===== src/hw/rtl/assert_macros.svh =====
// Assertion macros shared by the execute unit RTL.
// Depends on nothing; included by modules that carry concurrent checks.
`ifndef ASSERT_MACROS_SVH
`define ASSERT_MACROS_SVH

// Check that an antecedent implies a consequent in the same cycle.
`define ASSERT_IMPLY(label, clk, rst_n, ante, cons) \
    label: assert property (@(posedge clk) disable iff (!(rst_n)) (ante) |-> (cons)) \
        else $error("assertion failed");

// Check that an antecedent implies a consequent in the next cycle.
`define ASSERT_NEXT(label, clk, rst_n, ante, cons) \
    label: assert property (@(posedge clk) disable iff (!(rst_n)) (ante) |=> (cons)) \
        else $error("assertion failed");

`endif


===== src/hw/rtl/cboe_pkg.sv =====
// Package for the basic-op execute unit: opcodes, widths and the stage bundle.
// Depends on nothing.
package cboe_pkg;

    localparam int unsigned DataW = 16;
    localparam int unsigned QuotW = 32;
    localparam int unsigned DivSteps = 32;
    localparam int unsigned DefStepsPerStage = 2;

    localparam logic [4:0] OP_SET = 5'h01;
    localparam logic [4:0] OP_ADD = 5'h02;
    localparam logic [4:0] OP_SUB = 5'h03;
    localparam logic [4:0] OP_MUL = 5'h04;
    localparam logic [4:0] OP_MLI = 5'h05;
    localparam logic [4:0] OP_DIV = 5'h06;
    localparam logic [4:0] OP_DVI = 5'h07;
    localparam logic [4:0] OP_MOD = 5'h08;
    localparam logic [4:0] OP_MDI = 5'h09;
    localparam logic [4:0] OP_AND = 5'h0A;
    localparam logic [4:0] OP_BOR = 5'h0B;
    localparam logic [4:0] OP_XOR = 5'h0C;
    localparam logic [4:0] OP_SHR = 5'h0D;
    localparam logic [4:0] OP_ASR = 5'h0E;
    localparam logic [4:0] OP_SHL = 5'h0F;
    localparam logic [4:0] OP_IFB = 5'h10;
    localparam logic [4:0] OP_IFC = 5'h11;
    localparam logic [4:0] OP_IFE = 5'h12;
    localparam logic [4:0] OP_IFN = 5'h13;
    localparam logic [4:0] OP_IFG = 5'h14;
    localparam logic [4:0] OP_IFA = 5'h15;
    localparam logic [4:0] OP_IFL = 5'h16;
    localparam logic [4:0] OP_IFU = 5'h17;
    localparam logic [4:0] OP_ADX = 5'h1A;
    localparam logic [4:0] OP_SBX = 5'h1B;
    localparam logic [4:0] OP_STI = 5'h1E;
    localparam logic [4:0] OP_STD = 5'h1F;

    localparam logic [1:0] STEP_NONE = 2'b00;
    localparam logic [1:0] STEP_INC = 2'b01;
    localparam logic [1:0] STEP_DEC = 2'b11;

    // Result of the front stage, plus divider work for divide/modulo ops.
    typedef struct packed {
        logic [DataW-1:0] result;
        logic             write_result;
        logic [DataW-1:0] ex_out;
        logic             ex_write;
        logic             skip_next;
        logic [1:0]       index_step;
        logic             is_div;      // finish as a division/modulo
        logic             want_rem;    // take remainder (MOD/MDI)
        logic             neg_q;       // negate quotient at the end
        logic             neg_r;       // negate remainder at the end
        logic             zero_div;    // divisor was zero
    } t_res;

    typedef struct packed {
        logic [QuotW-1:0]   rem;    // partial remainder
        logic [QuotW-1:0]   quo;    // dividend shifting in, quotient out
        logic [DataW-1:0]   dvs;    // divisor magnitude
    } t_div;

endpackage


===== src/hw/rtl/cboe_div_stage.sv =====
// One pipeline stage of the restoring divider: STEPS quotient bits per stage.
// Depends on cboe_pkg.
module cboe_div_stage #(
    parameter int unsigned STEPS = cboe_pkg::DefStepsPerStage
) (
    input  cboe_pkg::t_div i_div,
    output cboe_pkg::t_div o_div
);
    always_comb begin
        logic [cboe_pkg::QuotW:0] trial;
        o_div = i_div;
        for (int k = 0; k < STEPS; k++) begin
            trial = {o_div.rem, o_div.quo[cboe_pkg::QuotW-1]}
                - {17'd0, o_div.dvs};
            if (!trial[cboe_pkg::QuotW]) begin
                o_div.rem = trial[cboe_pkg::QuotW-1:0];
                o_div.quo = {o_div.quo[cboe_pkg::QuotW-2:0], 1'b1};
            end else begin
                o_div.rem = {o_div.rem[cboe_pkg::QuotW-2:0],
                    o_div.quo[cboe_pkg::QuotW-1]};
                o_div.quo = {o_div.quo[cboe_pkg::QuotW-2:0], 1'b0};
            end
        end
    end
endmodule


===== config.mk =====
export PLATFORM = sky130hd
export DESIGN_NAME = cboe_div_stage
export DESIGN_NICKNAME = d
export VERILOG_FILES = /design/src/hw/rtl/assert_macros.svh /design/src/hw/rtl/cboe_pkg.sv /design/src/hw/rtl/cboe_div_stage.sv
export SDC_FILE = /design/constraint.sdc
export NUM_CORES = 1
export LEC_CHECK = 0
export ABC_AREA = 1
export CORE_UTILIZATION = 50
export DETAILED_ROUTE_END_ITERATION = 16
export DONT_BUFFER_PORTS = 1
export PLACE_DENSITY_LB_ADDON = 0.12
export REMOVE_ABC_BUFFERS = 1
export SYNTH_ARGS = -nofsm -noshare
export SYNTH_HDL_FRONTEND = slang
export SYNTH_SLANG_ARGS = --single-unit

===== constraint.sdc =====
create_clock -name vclk -period 4.9
set_input_delay 0.49 -clock vclk [all_inputs]
set_output_delay 0.49 -clock vclk [all_outputs]
set_load 0.02 [all_outputs]

======== Yosys cells after proc, flatten, opt, wreduce, memory -nomap -nowiden ========
Cells that the tools add are included.
storage, ports and cells
  register bits ........................... 0
  bits of input ports ..................... 80
  output and inout port bits .............. 80
operators by class
  add/sub/neg operators ................... 2
  muxes and demuxes ....................... 2
operators with widths
  kind                          count
  2-to-1 mux 64 bit             2
  subtractor 33 x 16 -> 33 bit  2

======== Longest topological paths before layout ========
  depth after elaboration ................. 4
  mapped depth ............................ 37

======== Least setup slack after synthesis ========
OpenSTA, ideal clock, no wires.
  path type ............................... in2out
  from .................................... in i_div[47] in the netlist's numbering
  to ...................................... out o_div[70] in the netlist's numbering
  data arrival time ....................... 4.802 ns
  data required time ...................... 4.410 ns
  setup slack ............................. -0.392 ns
  stages on the path ...................... 36
  buffers on the path ..................... 5
  path through ............................ inv_1 -> ha_1 -> inv_1 -> fa_1 -> nand2_1 -> inv_1 -> nand2_1 -> nand2_2 -> nand2_1 -> nand2_1 -> nand2_2 -> nand4_4 -> nand2_4 -> buf_6 -> buf_6 -> clkbuf_1 -> buf_2 -> nand2_1 -> o31ai_1 -> ha_1 -> nand2_1 -> nor2_1 -> a211oi_1 -> o21ai_0 -> nand2_1 -> nand2_1 -> inv_1 -> o21ai_0 -> inv_1 -> nand2_1 -> nor2_2 -> nand3_2 -> nand2_4 -> buf_6 -> nand2_1 -> nand2_1
RTL lines
  element      line                 text
  from (decl)  cboe_div_stage.sv:6  input cboe_pkg::t_div i_div,
  to (decl)    cboe_div_stage.sv:7  output cboe_pkg::t_div o_div

==> out/results.ini <==
[status]
status=completed

[detailed_routing]
initialDrtViolationCount=328
vias_per_cell=5.366
route.vias.total=5350
drc_errors=0
drt-pass1-iter-count=5
ant_nets=0
wire_per_inst_um=16.33
wirelength_um=16280

[finish]
nFlopsAndLatches=0
num-nets-final=1005
fillers=940
nClkBuffers=0
multiInputGateArea_sq_um=3805
area_delta_synth_final_pct=13.01
seq_area_sq_um=0
utilization_pct=58.31
diodes=0
drive_above_1_share_pct=19.01
mostFrequentLayoutCells=318 x nand2_1, 114 x inv_1, 70 x nor2_1
layout_commonest_cell=nand2_1

[floorplan]
die-height_um=96.86
floorplan.initialDensity_pct=51.59
die-area_sq_um=9382
ioPinCount=160
rows=34
die_x_um=96.86
coreArea_sq_um=8721

[power_and_ir_drop]
combPwrFrac_pct=100.0
seq_power_share_pct=0
power_mw=0.7518
p_leak_nw=2.811
p_int_mw=0.2769
switchingPower_mw=0.4749
powerDensity_nw_per_um2=147.8
ir_worst_vdd_mv=0.07154
clock_power_share_pct=0
sw_frac_of_total_pct=63.16

[critical_path]
cp_max_fo=7
cp.arrival_ns=4.22
cpPeakStageDelay_ns=0.34
cp-startpoint=i_div[47]
cpMaxStageDelayCell=ha_1
end_kind=output port
crit_type=input pin to output port
worst-endpoint-required_ns=4.41
start_kind=input pin

[place]
dp_hpwl_um=12990
port_buffers=0
gp_congestion=0.9222

[sta]
tns_ns=0
slew_violations=0
timing.fmax_ghz=0.2123
worst_slew_pin_slew_ns=0.3842
relSlewSlack_pct=74.11
hold_viol=0
min_period_ns=4.710
finalSetupViolations=0
fin_crit_sh_pct=96.12

[logic_synthesis]
synth_area_sq_um=4499
synth_area_per_cell_sq_um=5.078
synthCells=886
synth_cell_type_count=38
ys_warn_count=0
yosysSeqAreaShare_pct=0

[flow_run]
cap_violations=0

[grt]
grt.overflow.total=0
grt.total_usage_pct=31.46
antenna_found_initial=0
grt_start_max_net_pins=33
grt_pass1_wl_um=24160
grt_pass1_vias=4798

[clocking]
postCtsHoldBufs=0

[worst_hold_path]
hold_class=input pin to output port
hp-start=i_div[13]

==> critical path, delay by kind of cell <==
kind | cells | cell delay [ns]
buffers and inverters | 7 | 0.59
adder cells (fa/ha/maj) | 3 | 0.84
AND/OR/NAND/NOR | 20 | 1.67
AO/OA/AOI/OAI | 4 | 0.59
==> synth_stat cells <==
cell type,count,area [sq um]
nand2_1,357,1340
inv_1,117,439.2
nor2_1,73,274.0
nand3_1,71,355.3
buf_4,47,352.8
ha_1,32,400.4
o21ai_0,26,130.1
a21oi_1,24,120.1
xor2_1,19,166.4
nand2_2,18,112.6
xnor2_1,18,157.7
nand3b_1,11,82.58
nand4_1,11,68.82
inv_2,10,37.54
buf_2,6,30.03
buf_6,6,67.56
nor2_4,5,56.30
nor3_1,5,25.02
nand2_4,4,45.04
clkbuf_1,3,11.26
nand3_2,3,30.03
a21o_1,2,15.01
fa_1,2,40.04
nor2_2,2,12.51
a211oi_1,1,7.510
a21boi_0,1,7.510
a21oi_4,1,16.27
a31oi_1,1,6.260
and2_1,1,6.260
and3_1,1,6.260
clkinv_1,1,3.750
clkinv_2,1,5.000
nand4_4,1,21.27
nor4_1,1,6.260
o21bai_1,1,7.510
o21bai_4,1,18.77
o311ai_0,1,8.760
o31ai_1,1,7.510
==> timing repair <==
action,4_1_cts,5_1_grt
setup buffers,0,7
endpoints found under the setup margin,33,33
pin swaps,0,18
resized for setup,3,85
gates cloned,0,7
==> power groups by stage <==
stage                     sequential [mW]  clock [mW]  combinational, mW
after global routing                    0           0              0.825
final                                   0           0              0.752
after detailed placement                0           0              0.663
after CTS                               0           0              0.669
after global placement                  0           0              0.657
after floorplan                         0           0              0.484
==> cells by family after synthesis <==
family	Yosys count	share of synthesized area, %
compound gates	60	7.676
xor+xnor	37	7.202
fa+ha+maj	34	9.789
buf+inv	191	21.05
simple gates	564	54.28
==> cell type report <==
cell class	count	area share, %
Tap cell	108	2.657
Multi-Input combinational cell	695	74.83
Timing Repair Buffer	65	12.87
Inverter	129	9.646
==> per-stage QoR <==
stage	instances	hold WS, ns	setup slack (ns)	instance area (sq um)
after floorplan	824	0.9800	-0.6632	4038
after global placement	984	0.9801	0.01081	4601
after detailed placement	984	0.9801	-0.1135	4601
after CTS	984	0.9801	0.003071	4611
after global routing	997	0.9800	-0.05039	5085
final	997	0.9800	0.1902	5085
==> per-layer routing <==
metal  up-vias  part of all wire, %  track usage [%]  routed length [um]
met5         -                 0.29            6.044                  48
met4         2                  1.5            2.067                 251
met3        20                  8.9            7.225                1441
met2       218                   42            48.16                6848
met1      2399                   47            45.86                7689
li1       2711                    -                -                   -
==> worst paths after layout <==
| check | endpoint | slack [ns] | cells past startpoint |
|---|---|---|---|
| min | o_div[13] | 0.98 | 0 |
| max | o_div[63] | 0.19 | 34 |
(Power assumes the default switching activity.)
