===== src/hw/rtl/assert_macros.svh =====
// Assertion macros shared by the execute unit RTL.
// Depends on nothing; included by modules that carry concurrent checks.
`ifndef ASSERT_MACROS_SVH
`define ASSERT_MACROS_SVH

// Check that an antecedent implies a consequent in the same cycle.
`define ASSERT_IMPLY(label, clk, rst_n, ante, cons) \
    label: assert property (@(posedge clk) disable iff (!(rst_n)) (ante) |-> (cons)) \
        else $error("assertion failed");

// Check that an antecedent implies a consequent in the next cycle.
`define ASSERT_NEXT(label, clk, rst_n, ante, cons) \
    label: assert property (@(posedge clk) disable iff (!(rst_n)) (ante) |=> (cons)) \
        else $error("assertion failed");

`endif


===== src/hw/rtl/cboe_pkg.sv =====
// Package for the basic-op execute unit: opcodes, widths and the stage bundle.
// Depends on nothing.
package cboe_pkg;

    localparam int unsigned DataW = 16;
    localparam int unsigned QuotW = 32;
    localparam int unsigned DivSteps = 32;
    localparam int unsigned DefStepsPerStage = 2;

    localparam logic [4:0] OP_SET = 5'h01;
    localparam logic [4:0] OP_ADD = 5'h02;
    localparam logic [4:0] OP_SUB = 5'h03;
    localparam logic [4:0] OP_MUL = 5'h04;
    localparam logic [4:0] OP_MLI = 5'h05;
    localparam logic [4:0] OP_DIV = 5'h06;
    localparam logic [4:0] OP_DVI = 5'h07;
    localparam logic [4:0] OP_MOD = 5'h08;
    localparam logic [4:0] OP_MDI = 5'h09;
    localparam logic [4:0] OP_AND = 5'h0A;
    localparam logic [4:0] OP_BOR = 5'h0B;
    localparam logic [4:0] OP_XOR = 5'h0C;
    localparam logic [4:0] OP_SHR = 5'h0D;
    localparam logic [4:0] OP_ASR = 5'h0E;
    localparam logic [4:0] OP_SHL = 5'h0F;
    localparam logic [4:0] OP_IFB = 5'h10;
    localparam logic [4:0] OP_IFC = 5'h11;
    localparam logic [4:0] OP_IFE = 5'h12;
    localparam logic [4:0] OP_IFN = 5'h13;
    localparam logic [4:0] OP_IFG = 5'h14;
    localparam logic [4:0] OP_IFA = 5'h15;
    localparam logic [4:0] OP_IFL = 5'h16;
    localparam logic [4:0] OP_IFU = 5'h17;
    localparam logic [4:0] OP_ADX = 5'h1A;
    localparam logic [4:0] OP_SBX = 5'h1B;
    localparam logic [4:0] OP_STI = 5'h1E;
    localparam logic [4:0] OP_STD = 5'h1F;

    localparam logic [1:0] STEP_NONE = 2'b00;
    localparam logic [1:0] STEP_INC = 2'b01;
    localparam logic [1:0] STEP_DEC = 2'b11;

    // Result of the front stage, plus divider work for divide/modulo ops.
    typedef struct packed {
        logic [DataW-1:0] result;
        logic             write_result;
        logic [DataW-1:0] ex_out;
        logic             ex_write;
        logic             skip_next;
        logic [1:0]       index_step;
        logic             is_div;      // finish as a division/modulo
        logic             want_rem;    // take remainder (MOD/MDI)
        logic             neg_q;       // negate quotient at the end
        logic             neg_r;       // negate remainder at the end
        logic             zero_div;    // divisor was zero
    } t_res;

    typedef struct packed {
        logic [QuotW-1:0]   rem;    // partial remainder
        logic [QuotW-1:0]   quo;    // dividend shifting in, quotient out
        logic [DataW-1:0]   dvs;    // divisor magnitude
    } t_div;

endpackage


===== src/hw/rtl/cboe_front.sv =====
// Front stage of the execute unit: decode and the combinational non-divide operations.
// Depends on cboe_pkg. Prepares divider magnitudes for DIV/DVI/MOD/MDI.
module cboe_front (
    input  logic [4:0]                    i_op,
    input  logic [cboe_pkg::DataW-1:0]    i_b,
    input  logic [cboe_pkg::DataW-1:0]    i_a,
    input  logic [cboe_pkg::DataW-1:0]    i_ex,
    output cboe_pkg::t_res                o_res,
    output cboe_pkg::t_div                o_div
);
    logic [31:0] wide;
    logic        use_wide;
    logic [31:0] umul;
    logic [31:0] smul;
    logic [31:0] bsh;
    logic [31:0] asr;
    logic        sb_neg;
    logic        sa_neg;
    logic [15:0] mag_b;
    logic [15:0] mag_a;
    logic        signed_div;
    logic        rem_op;
    logic        sgt;
    logic        slt;

    assign sb_neg = i_b[15];
    assign sa_neg = i_a[15];
    assign umul = {16'd0, i_b} * {16'd0, i_a};
    assign smul = 32'($signed({{16{i_b[15]}}, i_b}) * $signed({{16{i_a[15]}}, i_a}));
    assign bsh = {i_b, 16'd0};
    assign asr = (i_a >= 16'd32) ? {32{sb_neg}} : 32'($signed(bsh) >>> i_a[4:0]);
    assign sgt = $signed(i_b) > $signed(i_a);
    assign slt = $signed(i_b) < $signed(i_a);
    assign signed_div = (i_op == cboe_pkg::OP_DVI) || (i_op == cboe_pkg::OP_MDI);
    assign rem_op = (i_op == cboe_pkg::OP_MOD) || (i_op == cboe_pkg::OP_MDI);
    assign mag_b = (signed_div && sb_neg) ? 16'(-i_b) : i_b;
    assign mag_a = (signed_div && sa_neg) ? 16'(-i_a) : i_a;

    always_comb begin
        o_res = '0;
        wide = '0;
        use_wide = 1'b0;
        unique case (i_op)
            cboe_pkg::OP_SET: begin
                o_res.result = i_a;
                o_res.write_result = 1'b1;
            end
            cboe_pkg::OP_ADD: begin
                wide = {16'd0, i_b} + {16'd0, i_a};
                use_wide = 1'b1;
            end
            cboe_pkg::OP_SUB: begin
                wide = {16'd0, i_b} - {16'd0, i_a};
                use_wide = 1'b1;
            end
            cboe_pkg::OP_MUL: begin
                wide = umul;
                use_wide = 1'b1;
            end
            cboe_pkg::OP_MLI: begin
                wide = smul;
                use_wide = 1'b1;
            end
            cboe_pkg::OP_DIV, cboe_pkg::OP_DVI: begin
                o_res.write_result = 1'b1;
                o_res.ex_write = 1'b1;
                o_res.is_div = 1'b1;
                o_res.neg_q = signed_div && (sb_neg ^ sa_neg);
                o_res.zero_div = (i_a == 16'd0);
            end
            cboe_pkg::OP_MOD, cboe_pkg::OP_MDI: begin
                o_res.write_result = 1'b1;
                o_res.is_div = 1'b1;
                o_res.want_rem = 1'b1;
                o_res.neg_r = signed_div && sb_neg;
                o_res.zero_div = (i_a == 16'd0);
            end
            cboe_pkg::OP_AND: begin
                o_res.result = i_b & i_a;
                o_res.write_result = 1'b1;
            end
            cboe_pkg::OP_BOR: begin
                o_res.result = i_b | i_a;
                o_res.write_result = 1'b1;
            end
            cboe_pkg::OP_XOR: begin
                o_res.result = i_b ^ i_a;
                o_res.write_result = 1'b1;
            end
            cboe_pkg::OP_SHR: begin
                o_res.write_result = 1'b1;
                o_res.ex_write = 1'b1;
                if (i_a < 16'd32) begin
                    o_res.result = 16'({16'd0, i_b} >> i_a[4:0]);
                    o_res.ex_out = 16'(bsh >> i_a[4:0]);
                end
            end
            cboe_pkg::OP_ASR: begin
                o_res.write_result = 1'b1;
                o_res.ex_write = 1'b1;
                o_res.result = asr[31:16];
                o_res.ex_out = asr[15:0];
            end
            cboe_pkg::OP_SHL: begin
                o_res.write_result = 1'b1;
                o_res.ex_write = 1'b1;
                if (i_a < 16'd32) begin
                    o_res.result = 16'({16'd0, i_b} << i_a[4:0]);
                    o_res.ex_out = 16'(({16'd0, i_b} << i_a[4:0]) >> 16);
                end
            end
            cboe_pkg::OP_IFB: o_res.skip_next = ((i_b & i_a) == 16'd0);
            cboe_pkg::OP_IFC: o_res.skip_next = ((i_b & i_a) != 16'd0);
            cboe_pkg::OP_IFE: o_res.skip_next = (i_b != i_a);
            cboe_pkg::OP_IFN: o_res.skip_next = (i_b == i_a);
            cboe_pkg::OP_IFG: o_res.skip_next = !(i_b > i_a);
            cboe_pkg::OP_IFA: o_res.skip_next = !sgt;
            cboe_pkg::OP_IFL: o_res.skip_next = !(i_b < i_a);
            cboe_pkg::OP_IFU: o_res.skip_next = !slt;
            cboe_pkg::OP_ADX: begin
                wide = {16'd0, i_b} + {16'd0, i_a} + {16'd0, i_ex};
                use_wide = 1'b1;
            end
            cboe_pkg::OP_SBX: begin
                // Nonzero EX folds in EX minus 0x10000.
                if (i_ex != 16'd0)
                    wide = {16'd0, i_b} - {16'd0, i_a} + {16'd0, i_ex} - 32'h0001_0000;
                else
                    wide = {16'd0, i_b} - {16'd0, i_a};
                use_wide = 1'b1;
            end
            cboe_pkg::OP_STI: begin
                o_res.result = i_a;
                o_res.write_result = 1'b1;
                o_res.index_step = cboe_pkg::STEP_INC;
            end
            cboe_pkg::OP_STD: begin
                o_res.result = i_a;
                o_res.write_result = 1'b1;
                o_res.index_step = cboe_pkg::STEP_DEC;
            end
            default: ;
        endcase
        if (use_wide) begin
            o_res.result = wide[15:0];
            o_res.write_result = 1'b1;
            o_res.ex_out = wide[31:16];
            o_res.ex_write = 1'b1;
        end
    end

    // Divide: dividend is b<<16; quotient low half is EX, high half the result.
    // Modulo: dividend is b itself so the final remainder is b mod a.
    assign o_div.rem = '0;
    assign o_div.quo = rem_op ? {16'd0, mag_b} : {mag_b, 16'd0};
    assign o_div.dvs = mag_a;
endmodule


===== config.mk =====
export PLATFORM = sky130hd
export DESIGN_NAME = cboe_front
export DESIGN_NICKNAME = d
export VERILOG_FILES = /design/src/hw/rtl/assert_macros.svh /design/src/hw/rtl/cboe_pkg.sv /design/src/hw/rtl/cboe_front.sv
export SDC_FILE = /design/constraint.sdc
export NUM_CORES = 2
export LEC_CHECK = 0
export BUFFER_PORTS_ARGS = -buffer_cell sky130_fd_sc_hd__clkbuf_2
export CORE_MARGIN = 4
export CORE_UTILIZATION = 50
export DETAILED_ROUTE_END_ITERATION = 8
export PLACE_DENSITY = 0.68
export SLEW_MARGIN = 10
export SYNTH_ARGS = -nofsm -noshare
export SYNTH_HDL_FRONTEND = slang
export SYNTH_SLANG_ARGS = --single-unit

===== constraint.sdc =====
create_clock -name vclk -period 8.35
set_input_delay 0.4175 -clock vclk [all_inputs]
set_output_delay 0.4175 -clock vclk [all_outputs]
set_load 0.03 [all_outputs]

# Yosys cells after proc, flatten, opt, wreduce, memory -nomap -nowiden
# Cells that the tools add are included.
[totals]
register_bits = 0
latchBits = 0
mem_bits_rw = 0
mem_bits_ro = 0
in_bits = 53
output_inout_bits = 122
memories = 0
[op_classes]
n_addsub = 7
multipliers = 2
n_div = 0
n_lt_le_gt_ge = 6
eq_ne = 29
n_shift = 4
mux = 23
bitwise = 4
n_reduce_logical = 20
[op_table]
columns = ["cell", "n"]
rows = [
  ["$pmux W32 S6", 1],
  ["$pmux W16 S7", 1],
  ["$mux W16", 6],
  ["$mux W32", 3],
  ["$mul A16 B16 Y32", 2],
  ["$eq A5 B5 Y1 const B", 12],
  ["$pmux W16 S3", 1],
  ["$eq A5 B4 Y1 const B", 8],
  ["$mux W34", 1],
  ["$add A32 B16 Y32", 1],
  ["$gt A16 B16 Y1", 2],
  ["$logic_not A16 Y1", 2],
  ["$lt A16 B16 Y1", 2],
  ["$neg A16 Y16", 2],
  ["$reduce_bool A16 Y1", 2],
  ["$shl A16 B5 Y32", 1],
  ["$shr A32 B5 Y16", 1],
  ["$sshr A32 B5 Y32", 1],
  ["$sub A32 B17 Y32 const B", 1],
  ["$eq A5 B3 Y1 const B", 4],
  ["$add A17 B16 Y18", 1],
  ["$add A16 B16 Y17", 1],
  ["$sub A16 B16 Y17", 1],
  ["$and A16 B16 Y16", 1],
  ["22 further kinds", 37],
]

# Depth between registers and ports, before layout
[depth]
ltp_word = 6
mapped_depth = 29
depth_no_buf = 25

# Worst setup path before layout
# Ideal clock, no wire load.
[synth_path]
kind = "input port to output port"
start = "input i_a[1] (netlist bit)"
end = "output o_res[13] (netlist bit)"
t_arrival_ns = 7.358
slack_ns = 0.574
path_stages = 25
path_buffers = 5
cell_sequence = "buf_2 buf_2 clkbuf_1 clkbuf_1 buf_1 nand2_1 fa_1 fa_1 inv_1 fa_1 fa_1 inv_1 fa_1 fa_1 inv_1 ha_1 nand3_1 a211o_1 a31oi_1 nor3_1 o31ai_1 a31oi_1 xnor2_1 a21oi_1 o21ai_0"
[synth_rtl]
columns = ["item", "line_no", "rtl"]
rows = [
  ["from (decl)", "cboe_front.sv:6", "input logic [cboe_pkg::DataW-1:0] i_a,"],
  ["to (decl)", "cboe_front.sv:8", "output cboe_pkg::t_res o_res,"],
]

==> impl_metrics.tcl <==
set metrics [dict create \
    rsz0062_at_grt "no" \
    routed_wl_mm 97.7 \
    hold_buffers 0 \
    dp_slack_ns 0.321 \
    initialDrtViolationCount 2989 \
    grt_usage_pct 40.2 \
    start_kind "input port" \
    coreArea_um2 44500 \
    crit_fanout 15 \
    ctsResizeCount 0 \
    fin_nets 3665 \
    critPathSlowestCell "a221oi_1" \
    grt_pass1_wl_mm 145 \
    dpl_cell_area_um2 24200 \
    row_count 77 \
    post-route-cell-area_um2 24200 \
    slowest_delay_ns 0.69 \
    vias_per_cell 6.26 \
    maxCapViolCount 0 \
    cp_data_arrival_time_ns 7.70 \
    first_global_vias 23100 \
    finalHoldViolCount 0 \
    startpoint "i_a[5]" \
    status "finished, final reports clean" \
    antenna_found_initial 3 \
    firstDrtPassIters 9 \
    vias 22500 \
    grt_max_degree 58 \
    hp-class "in -> out" \
    cp_num_buf_inv 7 \
    layout-drive-gt1-share_pct 10.5 \
    wire_per_inst_um 27.2 \
    io_pins 175 \
    area_delta_synth_final_pct 7.15 \
    yosys_warnings 0 \
    ys_types 87 \
    fin_setup_tns_ns 0 \
    fin_crit_sh_pct 97.2 \
    cpMostUsedCell "fa_1" \
    routabilityCongestion 1.07 \
    die_x_um 221 \
    postRouteAntennaNets 0 \
    clkbuf_count 0 \
    setup_ws_ns 0.232 \
    initial_core_util_pct 50.8 \
    ys_seq_area_share_pct 0 \
    synth_area_um2 22600 \
    fmax_ghz 0.123 \
    die_y_um 221 \
    hp-start "i_a[0]" \
    netlist_instances 2897 \
    min_period_ns 8.12 \
    setup_viol 0 \
    crit_chain "clkbuf_2, inv_1, nor2_1, fa_1, inv_1, fa_1, inv_1, fa_1, fa_1, inv_1, fa_1, fa_1, inv_1, ha_1, nand3_1, a211o_1, a31oi_1, nor3_1, o31ai_1, a211oi_1, xnor2_1, a221oi_1, nor2_1, clkbuf_2" \
    crit_type "in -> out" \
    die_area_um2 48700 \
    place_hpwl_mm 80.9 \
    cts_setup_buffers 0 \
    slew_violations 0 \
    crit_family "adder cells" \
    drcViolationCount 0 \
    worstMarginPinSlew_ns 1.10 \
    grt-ovfl-total 0 \
    seqCellArea_um2 0 \
    cp.required_ns 7.93 \
    endpoint_kind "output pin" \
    seq_cell_count 0 \
    relSlewSlack_pct 26.8 \
    syn_avg_cell_area_um2 7.81 \
    numPortBuffers 143 \
]
per-layer routing:
layer	routed length [µm]	global-route usage [%]	up-vias
met1	36500	52.3	11100
met2	42100	61.7	1517
met4	7870	24.3	0
li1	-	-	9615
met5	0	0	-
met3	11300	8.67	318
Yosys cell counts (21+ instances only):
master,count,share of area (%)
inv_1,524,8.7
fa_1,370,33
nor2_1,334,5.5
nand2_1,260,4.3
ha_1,236,13
a21oi_1,164,3.6
o21ai_0,106,2.3
xnor2_1,101,3.9
clkbuf_1,99,1.6
a21o_1,40,1.3
nor3_1,39,0.86
xor2_1,35,1.4
buf_4,34,1.1
mux2i_1,34,1.5
nand3_1,32,0.71
a31oi_1,26,0.72
nand2b_1,25,0.69
nor4_1,23,0.64
mux4_2,22,2.2
o211ai_1,21,0.70
worst paths after layout:
path,slack (ns),cells past startpoint,end
worst min-delay path,1.34,2,o_div[0]
worst max-delay path,0.23,24,o_res[15]
placed cells by master (no fill, tap or decap), types with 40 or more instances in the layout:
master and count:
o21ai_0 106, a21o_1 40, fa_1 370, ha_1 236
clkbuf_2 143, xnor2_1 101, buf_4 106, nor2_1 332
nand2_1 260, inv_1 523, a21oi_1 163
logic make-up (layout without fill, tap and decap cells):
group                    Yosys count  after routing  synth area share [%]
multiplexers                      60             60                  3.90
AND/OR/NAND/NOR                  814            814                  15.9
adder cells (fa/ha/maj)          606            606                  45.8
buffers and inverters            711            787                  12.5
other                              1             35                0.0166
AO/OA/AOI/OAI                    569            569                  16.6
XOR/XNOR                         136            136                  5.27
through the flow:
stage | hold WS, ns | cells | utilization, %
2_1_floorplan | 0.967 | 2928 | -
3_3_place_gp | 1.34 | 3596 | 54.4
3_5_place_dp | 1.35 | 3596 | 54.4
4_1_cts | 1.35 | 3596 | 54.4
5_1_grt | 1.37 | 3598 | 54.4
6_report | 1.34 | 3599 | 54.4
final cells by class:
type                       instances  area, µm²
multi-input combinational       2217      19900
tap                              592        741
fill                            4329      20300
inverter                         537       2020
timing repair buffer             250       1530
antenna                            3       7.51
Power is not shown: default switching activity piles up to over one toggle a cycle in this logic, so the estimate is an artifact.
